**src/vmcs_pkg.sv**
```systemverilog
// Shared types and constants for the voxel min/max contrast stretch block.
`default_nettype none
package vmcs_pkg;

    // Command codes carried by an input word.
    localparam logic [1:0] CMD_CLEAR   = 2'd0;
    localparam logic [1:0] CMD_MEASURE = 2'd1;
    localparam logic [1:0] CMD_CONVERT = 2'd2;

    // Register indexes on the configuration port.
    localparam logic [1:0] REG_BIT_DEPTH      = 2'd0;
    localparam logic [1:0] REG_STRETCH_ENABLE = 2'd1;
    localparam logic [1:0] REG_BIG_ENDIAN     = 2'd2;
    localparam logic [1:0] REG_DST_WIDE       = 2'd3;

    localparam int unsigned PADDR_W = 4;
    localparam int unsigned PDATA_W = 32;

    localparam logic [4:0] RST_BIT_DEPTH      = 5'd8;
    localparam logic       RST_STRETCH_ENABLE = 1'b1;
    localparam logic       RST_BIG_ENDIAN     = 1'b1;
    localparam logic       RST_DST_WIDE       = 1'b0;

    localparam logic [15:0] TOP_NARROW = 16'h00FF;
    localparam logic [15:0] TOP_WIDE   = 16'hFFFF;

    typedef struct packed {
        logic [4:0] bit_depth;
        logic       stretch_enable;
        logic       big_endian;
        logic       dst_wide;
    } cfg_t;

    typedef struct packed {
        logic done;
        logic ovf;
    } div_stat_t;

endpackage
`default_nettype wire

```
**src/voxel_minmax_contrast_stretch.sv**
```systemverilog
// Voxel min/max contrast stretch: top level with sequencer, marks and output register.
// Clear and measure words give no result. A convert word with stretch disabled, or one
// that hits the stretch error, is accepted and its result goes through the pending
// register to the output register. A stretching convert runs the divider: 17 steps on
// one 17-bit compare/subtract (an overflow check and 16 quotient bits), then the quotient
// is taken into the pending register and from there into the output register; an
// overflowing quotient ends after the check. The input is not ready while a convert is in
// progress, and a finished result waits in the pending register while out_ready is low.
`default_nettype none
module voxel_minmax_contrast_stretch #(
    parameter int unsigned MAX_BIT_DEPTH = 16
) (
    input  wire logic                           clk,
    input  wire logic                           rst_n,
    input  wire logic                           in_valid,
    output logic                                in_ready,
    input  wire logic [1:0]                     command,
    input  wire logic [15:0]                    sample_bytes,
    output logic                                out_valid,
    input  wire logic                           out_ready,
    output logic      [15:0]                    scaled_value,
    output logic                                scale_error,
    input  wire logic                           psel,
    input  wire logic                           penable,
    input  wire logic                           pwrite,
    input  wire logic [vmcs_pkg::PADDR_W-1:0]   paddr,
    input  wire logic [vmcs_pkg::PDATA_W-1:0]   pwdata,
    output logic      [vmcs_pkg::PDATA_W-1:0]   prdata,
    output logic                                pready
);
    import vmcs_pkg::*;

    localparam int unsigned LW = MAX_BIT_DEPTH + 1;
    localparam logic [4:0]  MAX_D = 5'(MAX_BIT_DEPTH);

    typedef enum logic [2:0] {
        S_IDLE = 3'b001,
        S_DIV  = 3'b010,
        S_PUT  = 3'b100
    } state_t;

    cfg_t        cfg;
    div_stat_t   dstat;
    logic [15:0] quot;

    state_t      state_reg, state_next;
    logic [LW-1:0] low_reg, low_next;
    logic [15:0] high_reg, high_next;
    logic [15:0] pend_val_reg, pend_val_next;
    logic        pend_err_reg, pend_err_next;
    logic        ov_reg, ov_next;
    logic [15:0] oval_reg, oval_next;
    logic        oerr_reg, oerr_next;

    logic        accept;
    logic [4:0]  depth;
    logic [15:0] raw;
    logic [16:0] raw_ext, low_ext;
    logic [16:0] sdiff;
    logic [31:0] num;
    logic [15:0] den;
    logic        st_err;
    logic [23:0] prod;
    logic [23:0] prod_sh;
    logic [15:0] top;
    logic [15:0] plain_val;
    logic [15:0] div_val;
    logic        div_start;
    logic        out_free;

    vmcs_cfg u_cfg (
        .clk     (clk),
        .rst_n   (rst_n),
        .psel    (psel),
        .penable (penable),
        .pwrite  (pwrite),
        .paddr   (paddr),
        .pwdata  (pwdata),
        .prdata  (prdata),
        .pready  (pready),
        .cfg     (cfg)
    );

    vmcs_div u_div (
        .clk   (clk),
        .rst_n (rst_n),
        .start (div_start),
        .num   (num),
        .den   (den),
        .quot  (quot),
        .stat  (dstat)
    );

    assign in_ready = (state_reg == S_IDLE);
    assign accept   = in_valid & in_ready;
    assign out_free = !ov_reg || out_ready;
    assign top      = cfg.dst_wide ? TOP_WIDE : TOP_NARROW;

    // Effective depth: zero acts as one, anything above the maximum acts as the maximum.
    always_comb
    begin
        if (cfg.bit_depth == 5'd0)
            depth = 5'd1;
        else if (cfg.bit_depth > MAX_D)
            depth = MAX_D;
        else
            depth = cfg.bit_depth;
    end

    always_comb
    begin
        if (depth <= 5'd8)
            raw = {8'd0, sample_bytes[15:8]};
        else if (cfg.big_endian)
            raw = sample_bytes;
        else
            raw = {sample_bytes[7:0], sample_bytes[15:8]};
    end

    assign raw_ext = {1'b0, raw};
    assign low_ext = 17'(low_reg);
    assign st_err  = ({1'b0, high_reg} <= low_ext) || (raw_ext < low_ext);
    assign sdiff   = raw_ext - low_ext;
    assign num     = {16'd0, sdiff[15:0]} << depth;
    assign den     = high_reg - low_ext[15:0];

    // raw * 255 as (raw << 8) - raw, then scaled down by the depth.
    assign prod    = {raw, 8'd0} - {8'd0, raw};
    assign prod_sh = prod >> depth;

    always_comb
    begin
        if (depth > 5'd8 && !cfg.dst_wide)
            plain_val = (prod_sh > {8'd0, top}) ? top : prod_sh[15:0];
        else
            plain_val = (raw > top) ? top : raw;
    end

    assign div_val   = (dstat.ovf || quot > top) ? top : quot;
    assign div_start = accept && command == CMD_CONVERT && cfg.stretch_enable && !st_err;

    always_comb
    begin
        state_next    = state_reg;
        low_next      = low_reg;
        high_next     = high_reg;
        pend_val_next = pend_val_reg;
        pend_err_next = pend_err_reg;
        ov_next       = ov_reg && !out_ready;
        oval_next     = oval_reg;
        oerr_next     = oerr_reg;
        case (state_reg)
            S_IDLE:
            begin
                if (accept)
                begin
                    if (command == CMD_CLEAR)
                    begin
                        low_next  = LW'(1) << depth;
                        high_next = '0;
                    end
                    else if (command == CMD_MEASURE)
                    begin
                        if (raw_ext < low_ext)
                            low_next = raw_ext[LW-1:0];
                        if (raw > high_reg)
                            high_next = raw;
                    end
                    else if (command == CMD_CONVERT)
                    begin
                        if (div_start)
                        begin
                            state_next = S_DIV;
                        end
                        else
                        begin
                            if (cfg.stretch_enable)
                            begin
                                pend_val_next = '0;
                                pend_err_next = 1'b1;
                            end
                            else
                            begin
                                pend_val_next = plain_val;
                                pend_err_next = 1'b0;
                            end
                            state_next = S_PUT;
                        end
                    end
                end
            end
            S_DIV:
            begin
                if (dstat.done)
                begin
                    pend_val_next = div_val;
                    pend_err_next = 1'b0;
                    state_next    = S_PUT;
                end
            end
            S_PUT:
            begin
                if (out_free)
                begin
                    ov_next    = 1'b1;
                    oval_next  = pend_val_reg;
                    oerr_next  = pend_err_reg;
                    state_next = S_IDLE;
                end
            end
            default:
            begin
                state_next = S_IDLE;
            end
        endcase
    end

    always_ff @(posedge clk or negedge rst_n)
    begin
        if (!rst_n)
        begin
            state_reg <= S_IDLE;
            low_reg   <= LW'(1) << RST_BIT_DEPTH;
            high_reg  <= '0;
            ov_reg    <= 1'b0;
        end
        else
        begin
            state_reg <= state_next;
            low_reg   <= low_next;
            high_reg  <= high_next;
            ov_reg    <= ov_next;
        end
    end

    always_ff @(posedge clk)
    begin
        pend_val_reg <= pend_val_next;
        pend_err_reg <= pend_err_next;
        oval_reg     <= oval_next;
        oerr_reg     <= oerr_next;
    end

    assign out_valid    = ov_reg;
    assign scaled_value = oval_reg;
    assign scale_error  = oerr_reg;

endmodule
`default_nettype wire

```
**src/vmcs_cfg.sv**
```systemverilog
// APB configuration registers of the contrast stretch block.
`default_nettype none
module vmcs_cfg (
    input  wire logic                           clk,
    input  wire logic                           rst_n,
    input  wire logic                           psel,
    input  wire logic                           penable,
    input  wire logic                           pwrite,
    input  wire logic [vmcs_pkg::PADDR_W-1:0]   paddr,
    input  wire logic [vmcs_pkg::PDATA_W-1:0]   pwdata,
    output logic      [vmcs_pkg::PDATA_W-1:0]   prdata,
    output logic                                pready,
    output vmcs_pkg::cfg_t                      cfg
);
    import vmcs_pkg::*;

    cfg_t       cfg_reg;
    cfg_t       cfg_next;
    logic       wr_en;
    logic [1:0] reg_idx;

    assign pready  = 1'b1;
    assign wr_en   = psel & penable & pwrite & pready;
    assign reg_idx = paddr[PADDR_W-1:2];

    always_comb
    begin
        cfg_next = cfg_reg;
        if (wr_en)
        begin
            case (reg_idx)
                REG_BIT_DEPTH:      cfg_next.bit_depth      = pwdata[4:0];
                REG_STRETCH_ENABLE: cfg_next.stretch_enable = pwdata[0];
                REG_BIG_ENDIAN:     cfg_next.big_endian     = pwdata[0];
                REG_DST_WIDE:       cfg_next.dst_wide       = pwdata[0];
                default:            cfg_next = cfg_reg;
            endcase
        end
    end

    always_ff @(posedge clk or negedge rst_n)
    begin
        if (!rst_n)
        begin
            cfg_reg.bit_depth      <= RST_BIT_DEPTH;
            cfg_reg.stretch_enable <= RST_STRETCH_ENABLE;
            cfg_reg.big_endian     <= RST_BIG_ENDIAN;
            cfg_reg.dst_wide       <= RST_DST_WIDE;
        end
        else
        begin
            cfg_reg <= cfg_next;
        end
    end

    always_comb
    begin
        prdata = '0;
        case (reg_idx)
            REG_BIT_DEPTH:      prdata = {27'd0, cfg_reg.bit_depth};
            REG_STRETCH_ENABLE: prdata = {31'd0, cfg_reg.stretch_enable};
            REG_BIG_ENDIAN:     prdata = {31'd0, cfg_reg.big_endian};
            REG_DST_WIDE:       prdata = {31'd0, cfg_reg.dst_wide};
            default:            prdata = '0;
        endcase
    end

    assign cfg = cfg_reg;

endmodule
`default_nettype wire

```
**src/vmcs_div.sv**
```systemverilog
// Radix-2 restoring divider, 32-bit dividend by 16-bit divisor, one subtractor.
`default_nettype none
module vmcs_div (
    input  wire logic              clk,
    input  wire logic              rst_n,
    input  wire logic              start,
    input  wire logic [31:0]       num,
    input  wire logic [15:0]       den,
    output logic      [15:0]       quot,
    output vmcs_pkg::div_stat_t    stat
);
    import vmcs_pkg::*;

    typedef enum logic [2:0] {
        D_IDLE  = 3'b001,
        D_CHECK = 3'b010,
        D_RUN   = 3'b100
    } dstate_t;

    dstate_t     state_reg, state_next;
    logic [31:0] acc_reg, acc_next;
    logic [15:0] den_reg;
    logic [3:0]  cnt_reg, cnt_next;
    logic        done_reg, done_next;
    logic        ovf_reg, ovf_next;

    logic [16:0] operand;
    logic [17:0] diff;
    logic        ge;

    // The single compare/subtract shared by the overflow check and every quotient step.
    always_comb
    begin
        if (state_reg == D_CHECK)
            operand = {1'b0, acc_reg[31:16]};
        else
            operand = {acc_reg[31:16], acc_reg[15]};
        diff = {1'b0, operand} - {2'b00, den_reg};
        ge   = !diff[17];
    end

    always_comb
    begin
        state_next = state_reg;
        acc_next   = acc_reg;
        cnt_next   = cnt_reg;
        done_next  = 1'b0;
        ovf_next   = ovf_reg;
        case (state_reg)
            D_IDLE:
            begin
                if (start)
                begin
                    acc_next   = num;
                    ovf_next   = 1'b0;
                    state_next = D_CHECK;
                end
            end
            D_CHECK:
            begin
                // A top half at or above the divisor means the quotient needs more than 16 bits.
                if (ge)
                begin
                    ovf_next   = 1'b1;
                    done_next  = 1'b1;
                    state_next = D_IDLE;
                end
                else
                begin
                    cnt_next   = '0;
                    state_next = D_RUN;
                end
            end
            D_RUN:
            begin
                if (ge)
                    acc_next = {diff[15:0], acc_reg[14:0], 1'b1};
                else
                    acc_next = {operand[15:0], acc_reg[14:0], 1'b0};
                cnt_next = cnt_reg + 4'd1;
                if (cnt_reg == 4'd15)
                begin
                    done_next  = 1'b1;
                    state_next = D_IDLE;
                end
            end
            default:
            begin
                state_next = D_IDLE;
            end
        endcase
    end

    always_ff @(posedge clk or negedge rst_n)
    begin
        if (!rst_n)
        begin
            state_reg <= D_IDLE;
            cnt_reg   <= '0;
            done_reg  <= 1'b0;
            ovf_reg   <= 1'b0;
        end
        else
        begin
            state_reg <= state_next;
            cnt_reg   <= cnt_next;
            done_reg  <= done_next;
            ovf_reg   <= ovf_next;
        end
    end

    always_ff @(posedge clk)
    begin
        acc_reg <= acc_next;
        if (start && state_reg == D_IDLE)
            den_reg <= den;
    end

    assign quot      = acc_reg[15:0];
    assign stat.done = done_reg;
    assign stat.ovf  = ovf_reg;

endmodule
`default_nettype wire

```
**config.mk**
```make
export PLATFORM = sky130hd
export DESIGN_NAME = voxel_minmax_contrast_stretch
export DESIGN_NICKNAME = d
export VERILOG_FILES = /design/src/vmcs_pkg.sv /design/src/voxel_minmax_contrast_stretch.sv /design/src/vmcs_cfg.sv /design/src/vmcs_div.sv
export SDC_FILE = /design/constraint.sdc
export NUM_CORES = 1
export LEC_CHECK = 0
export BUFFER_PORTS_ARGS = -buffer_cell sky130_fd_sc_hd__buf_4
export CORE_ASPECT_RATIO = 1.25
export CORE_MARGIN = 2
export CORE_UTILIZATION = 40
export DETAILED_ROUTE_END_ITERATION = 7
export GPL_TIMING_DRIVEN = 0
export SLEW_MARGIN = 10
export SYNTH_ARGS = -nofsm -noshare
export SYNTH_HDL_FRONTEND = slang
export SYNTH_SLANG_ARGS = --single-unit
```
**constraint.sdc**
```tcl
create_clock -name clk -period 13.75 [get_ports clk]
set_input_delay 2.75 -clock clk [delete_from_list [all_inputs] [get_ports clk]]
set_output_delay 2.75 -clock clk [all_outputs]
set_load 0.01 [all_outputs]
```
Word-level counts from Yosys, hierarchy flattened --
Cells that the tools add are included.
Word-level totals: memories kept 0, word-level logic and storage cells 155, RAM bits 0, output and inout bits 52, bits in latches 0, bits in registers 136, ROM bits 0
Cells by class: divide/modulo/power cells 0, bitwise gates (word level) 3, muxes and demuxes 58, shift operators 3, $add $sub $neg 5, equality and inequality tests 23, $lt $le $gt $ge 9, multipliers 0, reductions and logical operators 36
Operator list (count):
- $mux 16 | 17
- $pmux 32 s4 | 1
- $mux 17 | 4
- $mux 32 | 2
- $pmux 32 s2 | 1
- $gt 16x16->1 | 3
- $pmux 16 s2 | 1
- $shl 16x5->32 | 1
- $sub 16x16->16 | 2
- $mux 3 | 10
- $gt 24x16->1 | 1
- $shr 24x5->24 | 1
- $sub 24x16->24 | 1
- $pmux 3 s3 | 2
- $sub 17x16->18 | 1
- $le 16x17->1 | 1
- $lt 16x17->1 | 1
- $shl 1x5->17 const A | 1
- $reduce_and 2->1 | 8
- $reduce_bool 2->1 | 7
- $mux 1 | 13
- $ne 2x1->1 const B | 6
- $mux 5 | 2
- $ne 2x2->1 const B | 5
- 23 further kinds | 45

Logic depth before layout (Yosys ltp) --
Gate-level depths: netlist of run 1.
depth in word-level cells 17, gate-level depth with buffers 33

By module --
Synthesis of run 1 repeated with hierarchy kept, for this count alone.
Unflattened totals: cells, all modules 1770, area total of the unflattened synthesis 14187.4 µm²
By module, submodules not included:
- voxel_minmax_contrast_stretch | seq. area each 1949.4 µm², cells an instance 1339, area each 10020.9 µm², times used 1
- vmcs_div | seq. area each 1667.8 µm², cells an instance 374, area each 3530.9 µm², times used 1
- vmcs_cfg | seq. area each 203.9 µm², cells an instance 57, area each 635.6 µm², times used 1

Worst setup path after synthesis of run 1 --
OpenSTA, ideal clock, no wires.
path kind input to register, from input sample_bytes[12], to register u_div.acc_reg[0] (enable), required time 13.375 ns, library setup time 0.375 ns, buffers on the path 1, cell stages on the path 18, setup slack 5.777 ns, arrival 7.598 ns, cell sequence clkbuf_1 -> inv_1 -> nor2_1 -> a21oi_1 -> inv_1 -> ha_1 -> o21a_1 -> o21a_1 -> nand3_1 -> a21oi_1 -> o31ai_1 -> o211ai_1 -> a21oi_1 -> o31ai_1 -> a21o_1 -> nand2_1 -> nor4_1 -> or2_2
Between the ends: cells in the longest elaborated chain, start to end 8
Ends and longest elaborated chain:
- start, declared | line voxel_minmax_contrast_stretch.sv:18 | input wire logic [15:0] sample_bytes,
- $mux 16 | line voxel_minmax_contrast_stretch.sv:114 | else if (cfg.big_endian)
- $mux 16 (*) | line voxel_minmax_contrast_stretch.sv:112 | if (depth <= 5'd8)
- $lt 16x17->1 (*) | line voxel_minmax_contrast_stretch.sv:122 | assign st_err = ({1'b0, high_reg} <= low_ext) || (raw_ext < low_ext);
- $logic_or 1x1->1 (*) | line voxel_minmax_contrast_stretch.sv:122
- $logic_not 1->1 (*) | line voxel_minmax_contrast_stretch.sv:140 | assign div_start = accept && command == CMD_CONVERT && cfg.stretch_enable && !st_err;
- $logic_and 1x1->1 (*) | line voxel_minmax_contrast_stretch.sv:140
- $ne 2x1->1 (no source line) (*)
- $reduce_and 2->1 (no source line) (*)
- end signal, assigned | line vmcs_div.sv:114 | acc_reg <= acc_next;
- end, declared | line vmcs_div.sv:21 | logic [31:0] acc_reg, acc_next;
Mark *: on every way between the ends. The rest lies on a longest branch, timed or not. A chain may end at the register's enable or synchronous reset.

Worst setup path after layout of run 1 --
from input sample_bytes[8], to register pend_val_reg[5], data pin
Between the ends: cells in the longest elaborated chain, start to end 14
Ends and longest elaborated chain:
- $mux 16 | line voxel_minmax_contrast_stretch.sv:114
- $mux 16 (*) | line voxel_minmax_contrast_stretch.sv:112
- $sub 24x16->24 | line voxel_minmax_contrast_stretch.sv:128 | assign prod = {raw, 8'd0} - {8'd0, raw};
- $shr 24x5->24 | line voxel_minmax_contrast_stretch.sv:129 | assign prod_sh = prod >> depth;
- $gt 24x16->1 | line voxel_minmax_contrast_stretch.sv:134 | plain_val = (prod_sh > {8'd0, top}) ? top : prod_sh[15:0];
- $mux 16 | line voxel_minmax_contrast_stretch.sv:134
- $mux 16 (*) | line voxel_minmax_contrast_stretch.sv:133 | if (depth > 5'd8 && !cfg.dst_wide)
- $mux 16 (*) | line voxel_minmax_contrast_stretch.sv:177 | if (cfg.stretch_enable)
- $mux 16 (*) | line voxel_minmax_contrast_stretch.sv:171 | if (div_start)
- $mux 16 (*) | line voxel_minmax_contrast_stretch.sv:169 | else if (command == CMD_CONVERT)
- $mux 16 (*) | line voxel_minmax_contrast_stretch.sv:162 | else if (command == CMD_MEASURE)
- $mux 16 (*) | line voxel_minmax_contrast_stretch.sv:157 | if (command == CMD_CLEAR)
- $mux 16 (*) | line voxel_minmax_contrast_stretch.sv:155 | if (accept)
- $pmux 16 s2 (*) | line voxel_minmax_contrast_stretch.sv:152 | case (state_reg)
- net pend_val_next[5] | line voxel_minmax_contrast_stretch.sv:49 | logic [15:0] pend_val_reg, pend_val_next;
- end signal, assigned | line voxel_minmax_contrast_stretch.sv:238 | pend_val_reg <= pend_val_next;
- end, declared | line voxel_minmax_contrast_stretch.sv:49
Mark *: on every way through the listed nets, which the timed path passes. The rest lies on a longest branch. The select of a mux whose other input is x is not followed.

==> out/qor.txt, run 1 <==
SYNTHESIS
--------------------------------------------------------------------------------------------------
Combined area of all synthesized cells                                                 0.0138 mm^2
Simple-gate share of the synthesized area                                                    20.9%
Mux contribution to synthesized area                                                         5.70%
Most area-consuming cells after synthesis                                             sky130_fd_sc_hd__edfxtp_1, sky130_fd_sc_hd__dfrtp_1, sky130_fd_sc_hd__ha_1, sky130_fd_sc_hd__nand2_1, sky130_fd_sc_hd__o21ai_0
Asr flop ratio synth                                                                         39.7%
Avg Inst Size Synth                                                                      8.07 um^2
Commonest register cell after synthesis                                               sky130_fd_sc_hd__edfxtp_1
Number of flip-flops and latches in the synthesized netlist                                    136
Number of flops mapped to enable cells by yosys                                                 82
Proportion of synthesized chip area in sequential cells                                      27.7%
Xor and xnor fraction of the mapped netlist area                                             4.25%
Fraction of the mapped netlist area in adder cells                                           8.50%
Cell types with the highest counts after synthesis                                    sky130_fd_sc_hd__nand2_1, sky130_fd_sc_hd__nor2_1, sky130_fd_sc_hd__o21ai_0
Number of instances in the synthesized netlist                                                1706
Yosys warns                                                                                      0
Number of distinct standard cells referenced by the synthesized netlist                        105
Synth top area share                                                                         17.9%
Compound-gate portion of the synthesized area                                                26.4%
Most frequently used cell type in the post-synthesis netlist                          sky130_fd_sc_hd__nand2_1
Dominant combinational cell family by area after synthesis                            compound AO/OA/AOI/OAI gates
Dominant cell type by area after synthesis                                            sky130_fd_sc_hd__edfxtp_1

ROUTING
--------------------------------------------------------------------------------------------------
WL/cell                                                                                    24.3 um
Number of nets with antenna violations after detailed routing                                    0
Number of design rule violations left after detail routing                                       0
Total number of vias                                                                         14000
Count of routing violations after the opening detailed-route iteration                        1263
Detailed-routing iteration count for the pre-antenna-repair pass                                 7
Vias per Instance                                                                             6.24
Total wirelength of the detailed-routed design                                             54.7 mm

TIMING
--------------------------------------------------------------------------------------------------
Period utilization                                                                           75.3%
Fin. Hold Viols                                                                                  0
Slew Limit Fails                                                                                 0
Post-Route Skew                                                                         0.00805 ns
Highest clock rate                                                                      0.0966 GHz
Slew at the pin closest to its max-slew limit                                              1.28 ns
RSZ-0062 raised after global routing                                                         false
Total Neg Setup Slack                                                                         0 ns
Worst slew slack as a fraction of its limit                                                  14.6%
Final Setup Violations                                                                           0
Crit path time final                                                                      10.35 ns

FINISH
--------------------------------------------------------------------------------------------------
Net count, final                                                                              1957
Fillers                                                                                       3461
Synthesis-to-layout area growth                                                              11.8%
Area taken by flip-flops and latches                                                  0.00382 mm^2
Post-route cell area                                                                   0.0154 mm^2
Largest register FFs                                                                            32
Combined area of the multi-input logic cells                                          0.00919 mm^2
Fraction of layout instances using a drive strength above 1                                  11.2%

CLOCK TREE
--------------------------------------------------------------------------------------------------
Number of setup buffers added after CTS                                                          0
Post-CTS resize count                                                                            0
Clock transition time at the flip-flop clock pins of the worst setup and hold paths        0.05 ns
Level count of the clock H-tree                                                                  4
Buffer depth of the longest clock path                                                           2
Hold_buf cts                                                                                     0
Clock latency on the worst-skew pair                                                       0.45 ns
CTS tree                                                                                       yes
Library cell used as clock root buffer                                                sky130_fd_sc_hd__clkbuf_16
Clk sink count                                                                                 136
Total CTS buffers                                                                               17

POWER
--------------------------------------------------------------------------------------------------
Psw                                                                                        1.23 mW
Power density relative to cell area                                                    157 mW/mm^2
Clk network pwr share                                                                        18.2%
Logic pwr share                                                                              62.6%
Leakage                                                                                    6.40 nW
Maximum ir drop on the vdd rail                                                             111 uV
Switching part of the total                                                                  50.9%
Sequential fraction of design power                                                          19.1%
Cell-internal power                                                                        1.19 mW

FLOORPLAN
--------------------------------------------------------------------------------------------------
I/O pins                                                                                       113
Area of the die                                                                        0.0359 mm^2
Floorplan row count                                                                             76
Overall die width                                                                           170 um
Chip height                                                                                 211 um
Initial Utilization                                                                          40.2%
Core Footprint                                                                         0.0342 mm^2

GLOBAL ROUTE
--------------------------------------------------------------------------------------------------
Via count of the first global-routing pass                                                   13100
Antenna violations before repair                                                                 0
Total track usage                                                                            30.4%
Pin count of the biggest net entering global routing                                            55
Overflow left after global routing                                                               0
Global-route wire length before repair                                                     81.1 mm

CRITICAL PATH
--------------------------------------------------------------------------------------------------
Element type at the critical path start                                               primary input
Arrival time at the worst endpoint                                                        10.50 ns
Type of the setup path with the least slack                                              in -> reg
Critical path fanouts, max                                                                      11
Endpoint type of the worst setup path                                                     register
CP Data Required Time                                                                     13.90 ns

WORST HOLD PATH
--------------------------------------------------------------------------------------------------
Min-delay worst type                                                                    reg -> reg

STATUS
--------------------------------------------------------------------------------------------------
Run status                                                                            complete, no violations

PLACEMENT
--------------------------------------------------------------------------------------------------
Total cell area at the placement stage                                                 0.0148 mm^2
Total of buffers placed on input and output ports                                               51
Final weighted congestion of routability-driven global placement                              1.02
Estimated wirelength of the detail-placed design                                           43.3 mm

JOB
--------------------------------------------------------------------------------------------------
Maximum capacitance violations                                                                   0

## power groups by stage
stage | clock, mW | sequential [mW] | combinational (mW)
finish | 0.441 | 0.463 | 1.51
global route | 0.464 | 0.463 | 1.60
CTS | 0.445 | 0.463 | 1.46
detailed placement | 0 | 0.471 | 1.45
global placement | 0 | 0.471 | 1.45
floorplan | 0 | 0.465 | 0.986
## final cells by class
type | instances | area share (%)
sequential | 136 | 24.8
clock buffer | 18 | 2.85
antenna | 1 | 0.0162
inverter | 82 | 2.00
timing repair buffer | 54 | 2.63
tap | 429 | 3.48
multi-input combinational | 1394 | 59.6
clock inverter | 14 | 0.804
buffer | 120 | 3.76
## through the flow
step | cells | util [%] | worst slack, ns | power, mW | hold slack (ns)
3_5_place_dp | 2215 | 43.3 | 3.24 | 1.92 | 0.405
4_1_cts | 2247 | 45.0 | 3.62 | 2.37 | 0.418
6_report | 2248 | 45.0 | 3.40 | 2.42 | 0.416
5_1_grt | 2247 | 45.0 | 3.03 | 2.53 | 0.423
3_3_place_gp | 2212 | 43.2 | 3.27 | 1.92 | 0.404
2_1_floorplan | 1732 | - | 5.78 | 1.45 | 0.400
## kinds of logic after synthesis
logic type	count (synthesis)
compound gates	529
simple gates	606
fa+ha+maj	92
xor+xnor	66
buf+inv	202
mux	73
other cells	2
flops	136
## cells in the final DEF, fill, tap and decap left out, types with 28 or more instances in the layout
cell type                  netlist  layout
sky130_fd_sc_hd__inv_1          80      80
sky130_fd_sc_hd__nand3_1        44      44
sky130_fd_sc_hd__edfxtp_1       82      82
sky130_fd_sc_hd__buf_4          30      84
sky130_fd_sc_hd__mux2i_1        47      47
sky130_fd_sc_hd__nor3_1         46      45
sky130_fd_sc_hd__conb_1          2      28
sky130_fd_sc_hd__o21ai_0       121     121
sky130_fd_sc_hd__a21oi_1       119     119
sky130_fd_sc_hd__xnor2_1        45      45
sky130_fd_sc_hd__dfrtp_1        48      48
sky130_fd_sc_hd__ha_1           88      88
sky130_fd_sc_hd__nand2_1       209     209
sky130_fd_sc_hd__clkbuf_1       69      69
sky130_fd_sc_hd__nor2_1        150     150
## path summary, 6_finish.rpt
| kind | from | endpoint | slack [ns] | depth (start not counted) |
|---|---|---|---|---|
| min in group asynchronous | rst_n | high_reg[10]$_DFFE_PN0P_ | 2.37 | 1 |
| setup reg to reg | u_cfg.cfg[5]$_DFFE_PN0P_ | pend_val_reg[5]$_DFFE_PP_ | 4.78 | 29 |
| max in group asynchronous | rst_n | out_valid$_DFF_PN0_ | 10.80 | 1 |
| hold reg to reg | pend_val_reg[13]$_DFFE_PP_ | scaled_value[13]$_DFFE_PP_ | 0.42 | 0 |
| hold / removal | pend_val_reg[13]$_DFFE_PP_ | scaled_value[13]$_DFFE_PP_ | 0.42 | 0 |
| setup / recovery | sample_bytes[8] | pend_val_reg[5]$_DFFE_PP_ | 3.40 | 25 |
## critical path, stage by stage
cell                        delay (ns)
sky130_fd_sc_hd__clkbuf_1         0.37
sky130_fd_sc_hd__mux2i_1          0.24
sky130_fd_sc_hd__nor2_1           1.00
sky130_fd_sc_hd__inv_1            0.62
sky130_fd_sc_hd__ha_1             0.49
sky130_fd_sc_hd__clkbuf_1         0.33
sky130_fd_sc_hd__o2111ai_1        0.38
sky130_fd_sc_hd__a2bb2oi_4        0.41
sky130_fd_sc_hd__a211oi_1         0.16
sky130_fd_sc_hd__xnor2_1          0.67
sky130_fd_sc_hd__mux2_2           0.33
sky130_fd_sc_hd__mux2i_1          0.17
sky130_fd_sc_hd__a211oi_1         0.30
sky130_fd_sc_hd__nor3_1           0.12
sky130_fd_sc_hd__ha_1             0.36
sky130_fd_sc_hd__nand4_1          0.09
sky130_fd_sc_hd__nor2_1           0.19
sky130_fd_sc_hd__o221a_2          0.21
sky130_fd_sc_hd__o211ai_1         0.10
sky130_fd_sc_hd__nor3_1           0.18
sky130_fd_sc_hd__nand3_1          0.15
sky130_fd_sc_hd__nor4_2           0.30
sky130_fd_sc_hd__nand3_1          0.14
sky130_fd_sc_hd__o21ai_2          0.21
sky130_fd_sc_hd__a31oi_1          0.19
## routing by layer
layer / up-vias / GRT usage (%) / wire length [um]
met5: - / 0 / 0
met4: 0 / 17.8 / 3640
met3: 200 / 5.61 / 3730
met2: 642 / 50.5 / 25600
met1: 6692 / 36.8 / 21800
li1: 6490 / - / -
Note: power is estimated with default switching activity, not from simulation.
==> run 2, diff against run 1 <==
- clock period: 13.75 -> 9.2 ns (I/O delays scaled with it)
==> run 2 against run 1 <==
Setup slack lost 3.0 ns. Non-clock buffer count grew 2. Routed wire length down 0.20%. Sequential power rose by 49%. Highest routed layer unchanged. Sequential share of layout area about the same. Critical path type is now reg -> reg. Global-route usage barely moved. Critical path depth increased by 3. Final area rose by 0.19%. First-iteration DRC count increased by 0.95%. Clock power is 49% higher.
==> out/qor.txt, run 2 (synthesis gave the netlist of run 1 again) <==
FINISH
--------------------------------------------------------------------------------------------------
Post-route cell area                                                                   0.0154 mm^2   +0.19%
Fraction of layout instances using a drive strength above 1                                  11.4%   +0.26 points
Commonest cells after routing, fill and taps aside                                    sky130_fd_sc_hd__nand2_1, sky130_fd_sc_hd__nor2_1, sky130_fd_sc_hd__o21ai_0
Fillers                                                                                       3463   +0.058%
Largest register FFs                                                                            32   unchanged
Synthesis-to-layout area growth                                                              12.0%
Antenna cells                                                                                    0   -1
Net count, final                                                                              1959   +0.10%
Most frequent standard cell in the layout excluding fill and tap cells                sky130_fd_sc_hd__nand2_1

POWER
--------------------------------------------------------------------------------------------------
Psw                                                                                        1.84 mW   +49%
Cell-internal power                                                                        1.78 mW   +50%
Clk network pwr share                                                                        18.2%   about the same
Leakage                                                                                    6.42 nW   +0.22%
Switching part of the total                                                                  50.8%   -0.066 points
Maximum ir drop on the vdd rail                                                             167 uV   +51%
Power density relative to cell area                                                    235 mW/mm^2   +49%
Logic pwr share                                                                              62.7%   about the same
Sequential fraction of design power                                                          19.1%   about the same

STATUS
--------------------------------------------------------------------------------------------------
Run status                                                                            complete, no violations

FLOORPLAN
--------------------------------------------------------------------------------------------------
Initial Utilization                                                                          40.2%   unchanged
Area of the die                                                                        0.0359 mm^2   unchanged
Floorplan row count                                                                             76   unchanged
Core Footprint                                                                         0.0342 mm^2   unchanged
Chip height                                                                                 211 um   unchanged
Overall die width                                                                           170 um   unchanged
I/O pins                                                                                       113   unchanged

TIMING
--------------------------------------------------------------------------------------------------
Period utilization                                                                           95.9%
Final Setup Violations                                                                           0   unchanged
Crit path setup slack, layout                                                             0.374 ns   -3.02 ns
RSZ-0062 raised after global routing                                                         false
Crit path time final                                                                       8.83 ns
Fin. Hold Viols                                                                                  0   unchanged
Total Neg Setup Slack                                                                         0 ns   unchanged
Worst slew slack as a fraction of its limit                                                  9.35%   -5.2 points
Highest clock rate                                                                       0.113 GHz
Post-Route Skew                                                                         0.00781 ns   -0.000243 ns
Slew at the pin closest to its max-slew limit                                              1.35 ns   +0.0778 ns
Slew Limit Fails                                                                                 0   unchanged

WORST HOLD PATH
--------------------------------------------------------------------------------------------------
Min-delay worst type                                                                    reg -> reg

ROUTING
--------------------------------------------------------------------------------------------------
Count of routing violations after the opening detailed-route iteration                        1275   +0.95%
WL/cell                                                                                    24.3 um   -0.25%
Detailed-routing iteration count for the pre-antenna-repair pass                                 5   -2
Number of nets with antenna violations after detailed routing                                    0   unchanged
Vias per Instance                                                                             6.21   -0.42%
Total wirelength of the detailed-routed design                                             54.6 mm   -0.20%
Total number of vias                                                                         14000   -0.37%
Number of design rule violations left after detail routing                                       0   unchanged

GLOBAL ROUTE
--------------------------------------------------------------------------------------------------
Total track usage                                                                            30.4%   about the same
Overflow left after global routing                                                               0   unchanged
Via count of the first global-routing pass                                                   13100   -0.031%
Global-route wire length before repair                                                     81.2 mm   about the same
Pin count of the biggest net entering global routing                                            55   unchanged
Antenna violations before repair                                                                 0   unchanged

CRITICAL PATH
--------------------------------------------------------------------------------------------------
Register-to-Register Path Depth                                                                 28   -3.4%
Type of the setup path with the least slack                                             reg -> reg
Reg2reg end                                                                           pend_val_reg[5]$_DFFE_PP_
Critical path destination                                                             pend_val_reg[5]$_DFFE_PP_
Arrival time at the worst endpoint                                                         8.98 ns   -1.52 ns
Crit path depth                                                                                 28   +12%
Crit-path max cell delay                                                                   0.65 ns   -0.35 ns
Startpoint of the most critical register-to-register path                             u_cfg.cfg[6]$_DFFE_PN1P_
Register-to-register setup slack                                                           0.37 ns   -4.41 ns
Number of buffer and inverter stages on the critical path                                        3   unchanged
Critical path fanouts, max                                                                      10   -1
Library cell contributing the largest single delay on the critical path               sky130_fd_sc_hd__clkbuf_1
Endpoint type of the worst setup path                                                     register
Crit path launch                                                                      u_cfg.cfg[6]$_DFFE_PN1P_
Top Family by Delay on Critical Path                                                  compound AO/OA/AOI/OAI gates
CP Data Required Time                                                                      9.35 ns   -4.55 ns
Element type at the critical path start                                                   register
Most frequent CP cell                                                                 sky130_fd_sc_hd__nor2_1

CLOCK TREE
--------------------------------------------------------------------------------------------------
CTS tree                                                                                       yes
Clock latency on the worst-skew pair                                                       0.45 ns   about the same
Clock transition time at the flip-flop clock pins of the worst setup and hold paths        0.06 ns   about the same
Clk sink count                                                                                 136   unchanged
Buffer depth of the longest clock path                                                           2   unchanged
Library cell used as clock root buffer                                                sky130_fd_sc_hd__clkbuf_16
Total CTS buffers                                                                               17   unchanged
Level count of the clock H-tree                                                                  4   unchanged

PLACEMENT
--------------------------------------------------------------------------------------------------
Estimated wirelength of the detail-placed design                                           43.3 mm   unchanged
Final weighted congestion of routability-driven global placement                              1.02   unchanged
Worst setup slack after placement                                                        -0.404 ns   -3.64 ns
Total of buffers placed on input and output ports                                               51   unchanged
Total cell area at the placement stage                                                 0.0148 mm^2   unchanged

JOB
--------------------------------------------------------------------------------------------------
Maximum capacitance violations                                                                   0   unchanged

==> run 2: layout make-up <==
type,instances,area [um^2],area share [%]
inverter,82,308,1.99
clock buffer,18,439,2.85
timing repair buffer,56,420,2.72
clock inverter,14,124,0.803
sequential,136,3820,24.8
buffer,120,579,3.75
tap,429,537,3.48
multi-input combinational,1394,9200,59.6
==> run 2: metal layers <==
layer / global-route usage (%) / up-vias / wire length (um)
met3: 5.57 / 188 / 3800
li1: - / 6480 / -
met4: 17.6 / 0 / 3370
met5: 0 / - / 0
met1: 36.9 / 6655 / 21700
met2: 50.6 / 649 / 25800
==> run 2: what timing repair did <==
action,in CTS,in global routing
endpoints found under the setup margin,2,7
hold buffers,0,0
pin swaps,0,1
setup buffers,0,2
resized for setup,1,3
==> run 2: stage by stage <==
step / power (mW) / cells / utilization, % / hold slack [ns]
5_1_grt: 3.79 / 2249 / 45.1 / 0.423
3_5_place_dp: 2.88 / 2215 / 43.3 / 0.405
4_1_cts: 3.54 / 2247 / 45.0 / 0.418
2_1_floorplan: 2.17 / 1732 / - / 0.400
6_report: 3.62 / 2249 / 45.1 / 0.416
3_3_place_gp: 2.87 / 2212 / 43.2 / 0.404
==> run 2: worst min path at each step <==
stage,startpoint,to,slack [ns],depth (start not counted)
floorplan,pend_err_reg$_SDFFCE_PP0P_,scale_error$_DFFE_PP_,0.40,0
global placement,pend_err_reg$_SDFFCE_PP0P_,scale_error$_DFFE_PP_,0.40,0
detailed placement,pend_val_reg[13]$_DFFE_PP_,scaled_value[13]$_DFFE_PP_,0.40,0
CTS,pend_val_reg[13]$_DFFE_PP_,scaled_value[13]$_DFFE_PP_,0.42,0
global route,pend_val_reg[9]$_DFFE_PP_,scaled_value[9]$_DFFE_PP_,0.42,0
finish,pend_val_reg[13]$_DFFE_PP_,scaled_value[13]$_DFFE_PP_,0.42,0
==> run 2: worst register-to-register path, delay by kind of cell, from the launching register on <==
| family | cells | cell delay [ns] |
|---|---|---|
| DFF | 1 | 0.61 |
| muxes | 2 | 0.77 |
| buffers and inverters | 3 | 1.53 |
| adders and majority gates | 2 | 0.63 |
| and+or+nand+nor | 11 | 2.31 |
| xor gates and xnor gates | 1 | 0.24 |
| AOI/OAI and AO/OA | 9 | 2.43 |
==> run 2: power by group through the flow <==
stage                     logic [mW]  registers (mW)  clock network, mW
after detailed placement        2.17           0.703                  0
after CTS                       2.18           0.691              0.665
after global routing            2.40           0.692              0.694
after global placement          2.17           0.704                  0
final                           2.27           0.692              0.657
after floorplan                 1.47           0.695                  0
